<file path="src/kac_pkg.sv">
// ----------------------------------------------------------------------------
// kac_pkg: keypad alarm controller shared definitions
// Widths, register indexes, reset values, button slots and the request and
// result item types used by the interfaces and the top level.
// ----------------------------------------------------------------------------
package kac_pkg;

  localparam int CODE_BITS = 8;
  localparam int TIME_BITS = 48;
  localparam int REG_BITS  = 24;
  localparam int IDX_BITS  = 2;
  localparam int NUM_BTNS  = 5;
  localparam int BTN_BITS  = 3;

  // configuration register indexes
  localparam logic [IDX_BITS-1:0] REG_DEBOUNCE = IDX_BITS'(0);
  localparam logic [IDX_BITS-1:0] REG_FLASH    = IDX_BITS'(1);

  localparam logic [REG_BITS-1:0] DEBOUNCE_RESET = REG_BITS'(250 * 1000);
  localparam logic [REG_BITS-1:0] FLASH_RESET    = REG_BITS'(200 * 1000);

  // slots of the per-button last-press times
  localparam logic [BTN_BITS-1:0] BTN_ARM    = BTN_BITS'(0);
  localparam logic [BTN_BITS-1:0] BTN_DISARM = BTN_BITS'(1);
  localparam logic [BTN_BITS-1:0] BTN_ZERO   = BTN_BITS'(2);
  localparam logic [BTN_BITS-1:0] BTN_ONE    = BTN_BITS'(3);
  localparam logic [BTN_BITS-1:0] BTN_SET    = BTN_BITS'(4);

  typedef struct packed {
    logic [TIME_BITS-1:0] time_us;
    logic                 arm_n;
    logic                 disarm_n;
    logic                 zero_n;
    logic                 one_n;
    logic                 setcode_n;
  } in_item_t;

  typedef struct packed {
    logic red_led;
    logic green_led;
    logic blue_led;
    logic armed;
    logic alarm_on;
  } out_item_t;

endpackage

</file>
<file path="src/kac_if.sv">
// ----------------------------------------------------------------------------
// kac_in_if / kac_out_if: valid/ready channels of the keypad alarm controller
// Poll request channel and LED status result channel.
// ----------------------------------------------------------------------------
interface kac_in_if;
  logic              valid;
  logic              ready;
  kac_pkg::in_item_t data;

  modport source (output valid, output data, input ready);
  modport sink   (input valid, input data, output ready);
endinterface

interface kac_out_if;
  logic               valid;
  logic               ready;
  kac_pkg::out_item_t data;

  modport source (output valid, output data, input ready);
  modport sink   (input valid, input data, output ready);
endinterface

</file>
<file path="src/keypad_alarm_controller.sv">
// ----------------------------------------------------------------------------
// keypad_alarm_controller: two-button combination lock with flashing alarm
// Debounced arm, disarm, code entry and LED control from polled buttons.
// ----------------------------------------------------------------------------
// Each poll request (timestamp plus five active-low buttons) is captured in an
// input register, evaluated in one pass against the lock state, and its LED
// status lands in a result register; a new request is taken every cycle while
// the result side keeps up. The rate is one request per cycle, set by the single
// evaluation stage that updates the lock state, and holds while the result side
// keeps up. Debounce and flash times are compared on timestamp differences
// taken modulo 2^48. Write configuration only while no request is in flight.
module keypad_alarm_controller (
  input  logic                                  clk_i,
  input  logic                                  rst_ni,
  kac_in_if.sink                                in_i,
  kac_out_if.source                             out_o,
  input  logic                                  cfg_we_i,
  input  logic [kac_pkg::IDX_BITS-1:0]          cfg_idx_i,
  input  logic [kac_pkg::REG_BITS-1:0]          cfg_wdata_i
);

  localparam int TB = kac_pkg::TIME_BITS;
  localparam int CB = kac_pkg::CODE_BITS;
  localparam int NB = kac_pkg::NUM_BTNS;

  // configuration
  logic [kac_pkg::REG_BITS-1:0] debounce_q, flash_q;

  // handshake stages
  logic              s1_valid_q;
  kac_pkg::in_item_t s1_q;
  logic               out_valid_q;
  kac_pkg::out_item_t out_q, out_d;
  logic out_free, s1_fire, in_fire;

  // lock state
  logic          armed_q, armed_d;
  logic          trig_q, trig_d;
  logic          phase_q, phase_d;
  logic          setting_q, setting_d;
  logic [CB-1:0] stored_q, stored_d;
  logic [CB-1:0] entry_q, entry_d;
  logic [CB-1:0] guess_q, guess_d;
  logic          red_q, red_d;
  logic          green_q, green_d;
  logic [TB-1:0] beep_q, beep_d;
  logic [TB-1:0] lp_q [NB];
  logic [TB-1:0] lp_d [NB];

  // evaluation terms
  logic [TB-1:0] now;
  logic [NB-1:0] press, ok;
  logic          arm_acc, armed_a, dis_acc, match, armed_b, trig_b;
  logic [CB-1:0] guess_a, guess_b, guess_c, entry_b, entry_c;
  logic          set_start, setting_b, set_end;
  logic          zero_s, one_s, zero_g, one_g, beep_ok;

  assign out_free    = !out_valid_q || out_o.ready;
  assign s1_fire     = s1_valid_q && out_free;
  assign in_i.ready  = !s1_valid_q || out_free;
  assign in_fire     = in_i.valid && in_i.ready;
  assign out_o.valid = out_valid_q;
  assign out_o.data  = out_q;

  always_comb begin
    now = s1_q.time_us;
    press[kac_pkg::BTN_ARM]    = !s1_q.arm_n;
    press[kac_pkg::BTN_DISARM] = !s1_q.disarm_n;
    press[kac_pkg::BTN_ZERO]   = !s1_q.zero_n;
    press[kac_pkg::BTN_ONE]    = !s1_q.one_n;
    press[kac_pkg::BTN_SET]    = !s1_q.setcode_n;
    for (int b = 0; b < NB; b++) begin
      ok[b] = TB'(now - lp_q[b]) > TB'(debounce_q);
    end

    // arm, then disarm with code check
    arm_acc = !armed_q && !setting_q && press[kac_pkg::BTN_ARM] && ok[kac_pkg::BTN_ARM];
    armed_a = armed_q || arm_acc;
    guess_a = arm_acc ? '0 : guess_q;
    dis_acc = armed_a && press[kac_pkg::BTN_DISARM] && ok[kac_pkg::BTN_DISARM];
    match   = guess_a == stored_q;
    armed_b = (dis_acc && match) ? 1'b0 : armed_a;
    trig_b  = dis_acc ? !match : trig_q;
    guess_b = (dis_acc && match) ? '0 : guess_a;

    // code setting; a set press that opens entry cannot also close it
    set_start = !armed_b && !setting_q && press[kac_pkg::BTN_SET] && ok[kac_pkg::BTN_SET];
    setting_b = setting_q || set_start;
    entry_b   = set_start ? '0 : entry_q;
    zero_s    = setting_b && press[kac_pkg::BTN_ZERO] && ok[kac_pkg::BTN_ZERO];
    one_s     = setting_b && press[kac_pkg::BTN_ONE] && ok[kac_pkg::BTN_ONE];
    entry_c   = zero_s ? CB'({entry_b, 1'b0}) : entry_b;
    entry_d   = one_s ? CB'({entry_c, 1'b1}) : entry_c;
    set_end   = setting_q && press[kac_pkg::BTN_SET] && ok[kac_pkg::BTN_SET];
    stored_d  = set_end ? entry_d : stored_q;
    setting_d = set_end ? 1'b0 : setting_b;

    // guess entry; a press already taken for the code does not count twice
    zero_g  = armed_b && press[kac_pkg::BTN_ZERO] && ok[kac_pkg::BTN_ZERO] && !zero_s;
    one_g   = armed_b && press[kac_pkg::BTN_ONE] && ok[kac_pkg::BTN_ONE] && !one_s;
    guess_c = zero_g ? CB'({guess_b, 1'b0}) : guess_b;
    guess_d = one_g ? CB'({guess_c, 1'b1}) : guess_c;

    lp_d[kac_pkg::BTN_ARM]    = arm_acc ? now : lp_q[kac_pkg::BTN_ARM];
    lp_d[kac_pkg::BTN_DISARM] = dis_acc ? now : lp_q[kac_pkg::BTN_DISARM];
    lp_d[kac_pkg::BTN_ZERO]   = (zero_s || zero_g) ? now : lp_q[kac_pkg::BTN_ZERO];
    lp_d[kac_pkg::BTN_ONE]    = (one_s || one_g) ? now : lp_q[kac_pkg::BTN_ONE];
    lp_d[kac_pkg::BTN_SET]    = (set_start || set_end) ? now : lp_q[kac_pkg::BTN_SET];

    armed_d = armed_b;
    trig_d  = trig_b;

    // LEDs: red flashes only while triggered, green holds its last level
    beep_ok = TB'(now - beep_q) > TB'(flash_q);
    phase_d = phase_q;
    red_d   = red_q;
    green_d = green_q;
    beep_d  = beep_q;
    if (!trig_b) begin
      red_d   = armed_b;
      green_d = !armed_b;
    end else if (beep_ok) begin
      phase_d = !phase_q;
      red_d   = !phase_q;
      beep_d  = now;
    end

    out_d.red_led   = red_d;
    out_d.green_led = green_d;
    out_d.blue_led  = setting_d;
    out_d.armed     = armed_d;
    out_d.alarm_on  = trig_d;
  end

  always_ff @(posedge clk_i or negedge rst_ni) begin
    if (!rst_ni) begin
      debounce_q <= kac_pkg::DEBOUNCE_RESET;
      flash_q    <= kac_pkg::FLASH_RESET;
    end else if (cfg_we_i) begin
      case (cfg_idx_i)
        kac_pkg::REG_DEBOUNCE: debounce_q <= cfg_wdata_i;
        kac_pkg::REG_FLASH:    flash_q    <= cfg_wdata_i;
        default: ;
      endcase
    end
  end

  always_ff @(posedge clk_i or negedge rst_ni) begin
    if (!rst_ni) begin
      s1_valid_q  <= 1'b0;
      out_valid_q <= 1'b0;
    end else begin
      if (in_i.ready) begin
        s1_valid_q <= in_i.valid;
      end
      if (out_free) begin
        out_valid_q <= s1_valid_q;
      end
    end
  end

  // payload registers
  always_ff @(posedge clk_i) begin
    if (in_fire) begin
      s1_q <= in_i.data;
    end
    if (s1_fire) begin
      out_q <= out_d;
    end
  end

  // advance lock state once per evaluated request
  always_ff @(posedge clk_i or negedge rst_ni) begin
    if (!rst_ni) begin
      armed_q   <= 1'b0;
      trig_q    <= 1'b0;
      phase_q   <= 1'b0;
      setting_q <= 1'b0;
      stored_q  <= '0;
      entry_q   <= '0;
      guess_q   <= '0;
      red_q     <= 1'b0;
      green_q   <= 1'b0;
      beep_q    <= '0;
      for (int b = 0; b < NB; b++) begin
        lp_q[b] <= '0;
      end
    end else if (s1_fire) begin
      armed_q   <= armed_d;
      trig_q    <= trig_d;
      phase_q   <= phase_d;
      setting_q <= setting_d;
      stored_q  <= stored_d;
      entry_q   <= entry_d;
      guess_q   <= guess_d;
      red_q     <= red_d;
      green_q   <= green_d;
      beep_q    <= beep_d;
      for (int b = 0; b < NB; b++) begin
        lp_q[b] <= lp_d[b];
      end
    end
  end

endmodule

</file>
<file path="src/flat_wrapper.sv">
// flat-port wrapper written by rule: the top's interface ports become plain ports
module keypad_alarm_controller_flat 
  (clk_i, rst_ni, cfg_we_i, cfg_idx_i, cfg_wdata_i, in_i_valid, in_i_data, in_i_ready, out_o_valid, out_o_data, out_o_ready);
  kac_in_if in_i_i ();
  kac_out_if out_o_i ();
  input  logic clk_i;
  input  logic rst_ni;
  input  logic cfg_we_i;
  input  logic [kac_pkg::IDX_BITS-1:0] cfg_idx_i;
  input  logic [kac_pkg::REG_BITS-1:0] cfg_wdata_i;
  input wire logic [$bits(in_i_i.valid)-1:0] in_i_valid;
  input wire logic [$bits(in_i_i.data)-1:0] in_i_data;
  output wire logic [$bits(in_i_i.ready)-1:0] in_i_ready;
  output wire logic [$bits(out_o_i.valid)-1:0] out_o_valid;
  output wire logic [$bits(out_o_i.data)-1:0] out_o_data;
  input wire logic [$bits(out_o_i.ready)-1:0] out_o_ready;
  assign in_i_i.valid = in_i_valid;
  assign in_i_i.data = in_i_data;
  assign in_i_ready = in_i_i.ready;
  assign out_o_valid = out_o_i.valid;
  assign out_o_data = out_o_i.data;
  assign out_o_i.ready = out_o_ready;
  keypad_alarm_controller u_core (.clk_i(clk_i), .rst_ni(rst_ni), .in_i(in_i_i), .out_o(out_o_i), .cfg_we_i(cfg_we_i), .cfg_idx_i(cfg_idx_i), .cfg_wdata_i(cfg_wdata_i));
endmodule
</file>
<file path="config.mk">
export PLATFORM = sky130hd
export DESIGN_NAME = keypad_alarm_controller_flat
export DESIGN_NICKNAME = d
export VERILOG_FILES = /design/src/kac_pkg.sv /design/src/kac_if.sv /design/src/keypad_alarm_controller.sv /design/src/flat_wrapper.sv
export SDC_FILE = /design/constraint.sdc
export NUM_CORES = 2
export LEC_CHECK = 0
export BUFFER_PORTS_ARGS = -buffer_cell sky130_fd_sc_hd__buf_4
export CAP_MARGIN = 30
export CORE_AREA = 2 2 310 312
export CTS_CLUSTER_DIAMETER = 60
export DETAILED_ROUTE_END_ITERATION = 16
export DIE_AREA = 0 0 312 314
export SKIP_LAST_GASP = 1
export SLEW_MARGIN = 20
export SYNTH_ARGS = -nofsm -noshare
export SYNTH_HDL_FRONTEND = slang
export SYNTH_SLANG_ARGS = --single-unit
</file>
<file path="constraint.sdc">
create_clock -name clk_i -period 13.8 [get_ports clk_i]
set_input_delay 2.07 -clock clk_i [delete_from_list [all_inputs] [get_ports clk_i]]
set_output_delay 2.07 -clock clk_i [all_outputs]
set_load 0.1 [all_outputs]
</file>
Yosys cells after proc, flatten, opt, wreduce, memory -nomap -nowiden
Index checks and enable logic that the tools add are counted.

storage, ports and cells
  logic and storage cells = 111
  flip-flop bits (word level) = 426
  output and inout bits = 7
  input bits = 84

cells by class
  mux-type cells = 13
  reductions and logical operators = 54
  equality and inequality tests = 2
  add/subtract/negate cells = 6
  order comparisons = 6

operators with widths
  operator            number
  $gt 48x24->1        6
  $sub 48x48->48      6
  $mux 8              7
  $logic_and 1x1->1   23
  $reduce_and 2->1    8
  $logic_not 1->1     14
  $eq 8x8->1          1
  $logic_or 1x1->1    7
  $mux 1              6
  $reduce_and 3->1    1
  $eq 2x1->1 const B  1
  $logic_not 2->1     1

Longest topological paths before layout
  depth after elaboration = 20
  gate-level depth with buffers = 34

Worst setup path after synthesis
OpenSTA, ideal clock, no wires.

  kind = register to register
  start point = register u_core.s1_q (netlist bit u_core.now[0])
  end point = register u_core.beep_q[47]
  setup time = 0.128 ns
  buffers on the path = 1
  path slack = 7.347 ns
  cell stages (with the launch flop) = 33
  arrival time = 6.326 ns
  cell sequence = edfxtp_1 > inv_1 > ha_1 > inv_1 > fa_1 > a21o_1 > a21o_1 > a211oi_1 > o211a_1 > nor3_1 > a21o_1 > and2_1 > o21a_1 > o21a_1 > nor2_1 > o21bai_1 > a21oi_1 > xnor2_1 > ha_1 > nand4_1 > nor2_1 > nand2_1 > a21oi_1 > nand4_1 > a211oi_1 > o2111ai_1 > nor4_1 > nand4_1 > a2111o_1 > a2111oi_0 > nor3_2 > buf_4 > mux2_1

on the way
  longest elaborated chain between the ends = 8
  elaborated cells on any way between the ends = 15

ends and longest elaborated chain
  what                                                  RTL line                                                      source
  start: declaration                                    keypad_alarm_controller.sv:31                                 kac_pkg::in_item_t s1_q;
  start signal: assignment                              keypad_alarm_controller.sv:165                                s1_q <= in_i.data;
  $sub 48x48->48                                        keypad_alarm_controller.sv:73                                 ok[b] = TB'(now - lp_q[b]) > TB'(debounce_q);
  $gt 48x24->1                                          keypad_alarm_controller.sv:73
  $logic_and 1x1->1                                     keypad_alarm_controller.sv:77                                 arm_acc = !armed_q && !setting_q && press[kac_pkg::BTN_ARM] && ok[kac_pkg::BTN_ARM];
  $mux 8 or $logic_or 1x1->1 (tied branches)            keypad_alarm_controller.sv:79, keypad_alarm_controller.sv:78
  $eq 8x8->1 or $logic_and 1x1->1 (tied branches)       keypad_alarm_controller.sv:81, keypad_alarm_controller.sv:80
  $logic_not 1->1 or $logic_and 1x1->1 (tied branches)  keypad_alarm_controller.sv:83, keypad_alarm_controller.sv:80
  $mux 1                                                keypad_alarm_controller.sv:83                                 trig_b = dis_acc ? !match : trig_q;
  $reduce_and 3->1 (no source line) (*)                 --
  end signal: assignment                                keypad_alarm_controller.sv:198                                beep_q <= beep_d;
  end: declaration                                      keypad_alarm_controller.sv:46                                 logic [TB-1:0] beep_q, beep_d;

Every way passes the cells marked *; elsewhere a longest branch is shown, timed or not.
A chain may end at the register's enable or synchronous reset.

Final worst setup path
  start point = register u_core.s1_q (netlist bit u_core.now[0])
  end point = register u_core.lp_q[0] (netlist bit)

on the way
  longest elaborated chain between the ends = 14
  elaborated cells on any way between the ends = 21

ends and longest elaborated chain
  what                                                    RTL line                        source
  branches (longest 7 deep; another with $sub 48x48->48)  --
  $mux 1 (*)                                              keypad_alarm_controller.sv:82   armed_b = (dis_acc && match) ? 1'b0 : armed_a;
  named net u_core.armed_b                                keypad_alarm_controller.sv:53   logic arm_acc, armed_a, dis_acc, match, armed_b, trig_b;
  $logic_not 1->1 (*)                                     keypad_alarm_controller.sv:87   set_start = !armed_b && !setting_q && press[kac_pkg::BTN_SET] && ok[kac_pkg::BTN_SET];
  $logic_and 1x1->1 (*) (3 in series)                     keypad_alarm_controller.sv:87
  $logic_or 1x1->1 (*)                                    keypad_alarm_controller.sv:108  lp_d[kac_pkg::BTN_SET] = (set_start || set_end) ? now : lp_q[kac_pkg::BTN_SET];
  $reduce_and 2->1 (no source line) (*)                   --
  end signal: indexed assignment                          keypad_alarm_controller.sv:200  lp_q[b] <= lp_d[b];
  end: declaration                                        keypad_alarm_controller.sv:47   logic [TB-1:0] lp_q [NB];

Mark *: on every way through the listed nets, which the timed path passes.

==> results.yml <==
run_status:
  status: "finished, final reports clean"
worst_setup_path:
  cp.required_ns: 14.35
  critPathKind: "register to register"
  crit_path_top_delay_cell: "or4_1"
  reg2reg_depth: 25
  worstPathMaxFanout: 67
  worstPathArrival_ns: 8.87
  end_kind: "register"
  cpPeakStageDelay_ns: 0.62
  r2r_slack_ns: 5.47
  crit_path_start_kind: "register"
  r2r-end: "u_core.lp_q[0]"
  regToRegStartpoint: "u_core.now[0]"
global_route:
  grt_pass1_wl_um: 174000
  grt_usage_pct: 22.1
  grt_pass1_vias: 31900
  grt_max_degree: 142
  overflow: 0
  antenna_found_initial: 0
hold_path:
  hold_start: "u_core.lp_q[144]"
  worstHoldPathType: "register to register"
  hold_end: "u_core.lp_q[144]"
  worst_hold_path.num_cells: 2
route:
  drc: 0
  wl_per_cell_um: 18.9
  first_iter_violations: 2420
  wirelength_um: 110000
  detail-route-antenna-nets: 0
  vias: 32900
  via_per_inst: 5.64
  drtPass1Iterations: 6
timing:
  min_period_ns: 8.33
  fin_hold_ws_ns: 0.486
  fmax_mhz: 120
  hold_viol_final: 0
  tns_ns: 0
  worst_pin_slew_ns: 1.07
  finalMaxSlewViolations: 0
  fin_skew_ns: 0.0303
  final-setup-viol-count: 0
  slew_headroom_pct: 26.7
  rsz0062_at_grt: "no"
  fin_crit_sh_pct: 60.3
place:
  place_inst: 5706
  portBuffers: 90
  place_congestion: 0.906
  dp.final_hpwl_um: 86700
cts:
  hold_buffers: 0
  cts-resized-gates: 0
  worstSkewPairLatency_ns: 0.67
  clkTransAtPathRegs_ns: 0.05
  clock_path_buffers: 3
  cts_inserted_buffers: 60
  cts_tree: "done"
  clockRootBuffer: "clkbuf_16"
  clkSinkCount: 426
  cts.htree.levels: 2
  post-cts-setup-buffer-count: 0
synthesis:
  synth.avg_cell_area_sq_um: 8.46
  async_flop_share_pct: 86.4
  ys_types: 100
  ys_seq_area_share_pct: 29.2
  synth_flop_cell: "dfrtp_1"
  netlist_instances: 4445
  synth_area_sq_mm: 0.0376
  ys_seq_elements: 426
  synth_edf_count: 58
  synth_nets: 4961
  synth_warnings: 0
floorplanning:
  die_w_um: 312
  dieArea_sq_mm: 0.0980
  rows: 113
  start_util_pct: 39.8
  io_pins: 91
  fp.coreArea_sq_mm: 0.0944
  die_h_um: 314
final_layout:
  drive_gt1_share_pct: 11.3
  antenna_cells: 0
  final_cell_count_no_fill: 5824
  nets: 5023
  layout_commonest_cell: "nand2_1"
  mostFrequentLayoutCells: "nand2_1 (452), ha_1 (426), inv_1 (424)"
  syn2layout_area_growth_pct: 11.0
power:
  irDropWorstVdd_mv: 0.113
  p_leak_nw: 18.8
  pwr_density_cell_mw_per_mm2: 216
run:
  cap_violations: 0
-- cell type report --
| cell class | count | area, sq um |
|---|---|---|
| timing repair buffer | 157 | 1220 |
| multi-input combinational | 3438 | 24400 |
| tap | 1265 | 1580 |
| inverter | 424 | 1590 |
| clock inverter | 37 | 312 |
| fill | 9516 | 52700 |
| clock buffer | 77 | 1680 |
| sequential | 426 | 11000 |
-- flip-flops by register name (all words and copies together), names as in the netlist, 5 cells and up --
signal             flops
u_core.lp_q          240
u_core.beep_q         48
u_core.now            48
u_core.debounce_q     24
u_core.flash_q        24
u_core.entry_q         8
u_core.guess_q         8
u_core.stored_q        8
u_core.out_o.data      5
u_core.s1_q            5
-- cell usage after synthesis (12+ instances only) --
cell,number,area (sq um)
a2111oi_0,12,105
a211o_1,13,114
a211oi_1,42,315
a21boi_0,15,113
a21o_1,147,1100
a21oi_1,365,1830
a221o_1,14,140
a221oi_1,13,114
a31oi_1,52,325
and2_1,24,150
and3_1,31,194
and4_1,17,149
buf_2,21,105
clkbuf_1,119,447
dfrtp_1,355,8880
dfstp_2,13,342
edfxtp_1,58,1740
ha_1,426,5330
inv_1,424,1590
mux2_2,141,1590
mux2_4,40,601
mux2i_1,30,300
nand2_1,452,1700
nand2b_1,43,269
nand3_1,89,445
nand3b_1,13,97.6
nand4_1,105,657
nor2_1,227,852
nor2b_1,37,231
nor3_1,76,380
nor4_1,38,238
o2111ai_1,16,140
o211ai_1,46,345
o21a_1,59,443
o21ai_0,332,1660
o21ai_1,16,80.1
o21bai_1,46,345
o221ai_1,19,166
o31ai_1,20,150
or2_2,21,131
or3_1,30,188
xnor2_1,104,911
xor2_1,91,797
-- worst max-delay path: cells and delay by family, from the launching register on --
family / cells / cell delay (ns)
AND/OR/NAND/NOR: 8 / 2.74
AO/OA/AOI/OAI: 9 / 2.41
adder cells (fa/ha/maj): 3 / 0.98
buffers and inverters: 3 / 0.94
flip-flops: 1 / 0.51
multiplexers: 1 / 0.40
XOR/XNOR: 1 / 0.16
-- how the worst max path moves through the flow --
stage                  start           endpoint  slack (ns)  cells past startpoint
2_1_floorplan  u_core.now[0]  u_core.beep_q[47]        7.35                     32
3_3_place_gp   u_core.now[0]     u_core.lp_q[0]        5.83                     25
3_5_place_dp   u_core.now[0]     u_core.lp_q[0]        5.67                     25
4_1_cts        u_core.now[0]     u_core.lp_q[0]        5.63                     25
5_1_grt        u_core.now[0]     u_core.lp_q[0]        5.05                     25
6_report       u_core.now[0]     u_core.lp_q[0]        5.47                     25
-- metal layers --
metal | vias up | global-route usage (%) | part of all wire, %
met2 | 702 | 36.7 | 46
met5 | - | 0 | 0
met1 | 15700 | 29.9 | 47
li1 | 16300 | - | -
met4 | 0 | 7.85 | 3.4
met3 | 193 | 2.27 | 3.8
-- stage by stage --
stage          power, W  setup WS [ns]  area [sq um]  util (%)
2_1_floorplan   0.00608           7.35         37600         -
3_3_place_gp    0.00736           5.83         39700      42.0
3_5_place_dp    0.00741           5.67         39700      42.0
4_1_cts         0.00901           5.63         41700      44.2
5_1_grt         0.00979           5.05         41800      44.2
6_report        0.00900           5.47         41800      44.2
-- report_power, final --
part / internal, W / switching [W]
logic: 0.00229 / 0.00331
registers: 0.00167 / 0.000192
clock network: 0.000903 / 0.000635
total: 0.00486 / 0.00414
-- kinds of logic after synthesis --
group	after synthesis	synth area share, %
AO/OA/AOI/OAI	1346	22.8
AND/OR/NAND/NOR	1251	16.2
buffers and inverters	581	6.11
adder cells (fa/ha/maj)	432	14.5
flip-flops	426	29.2
multiplexers	214	6.71
XOR/XNOR	195	4.54
Power figures use the tool's default switching activity.
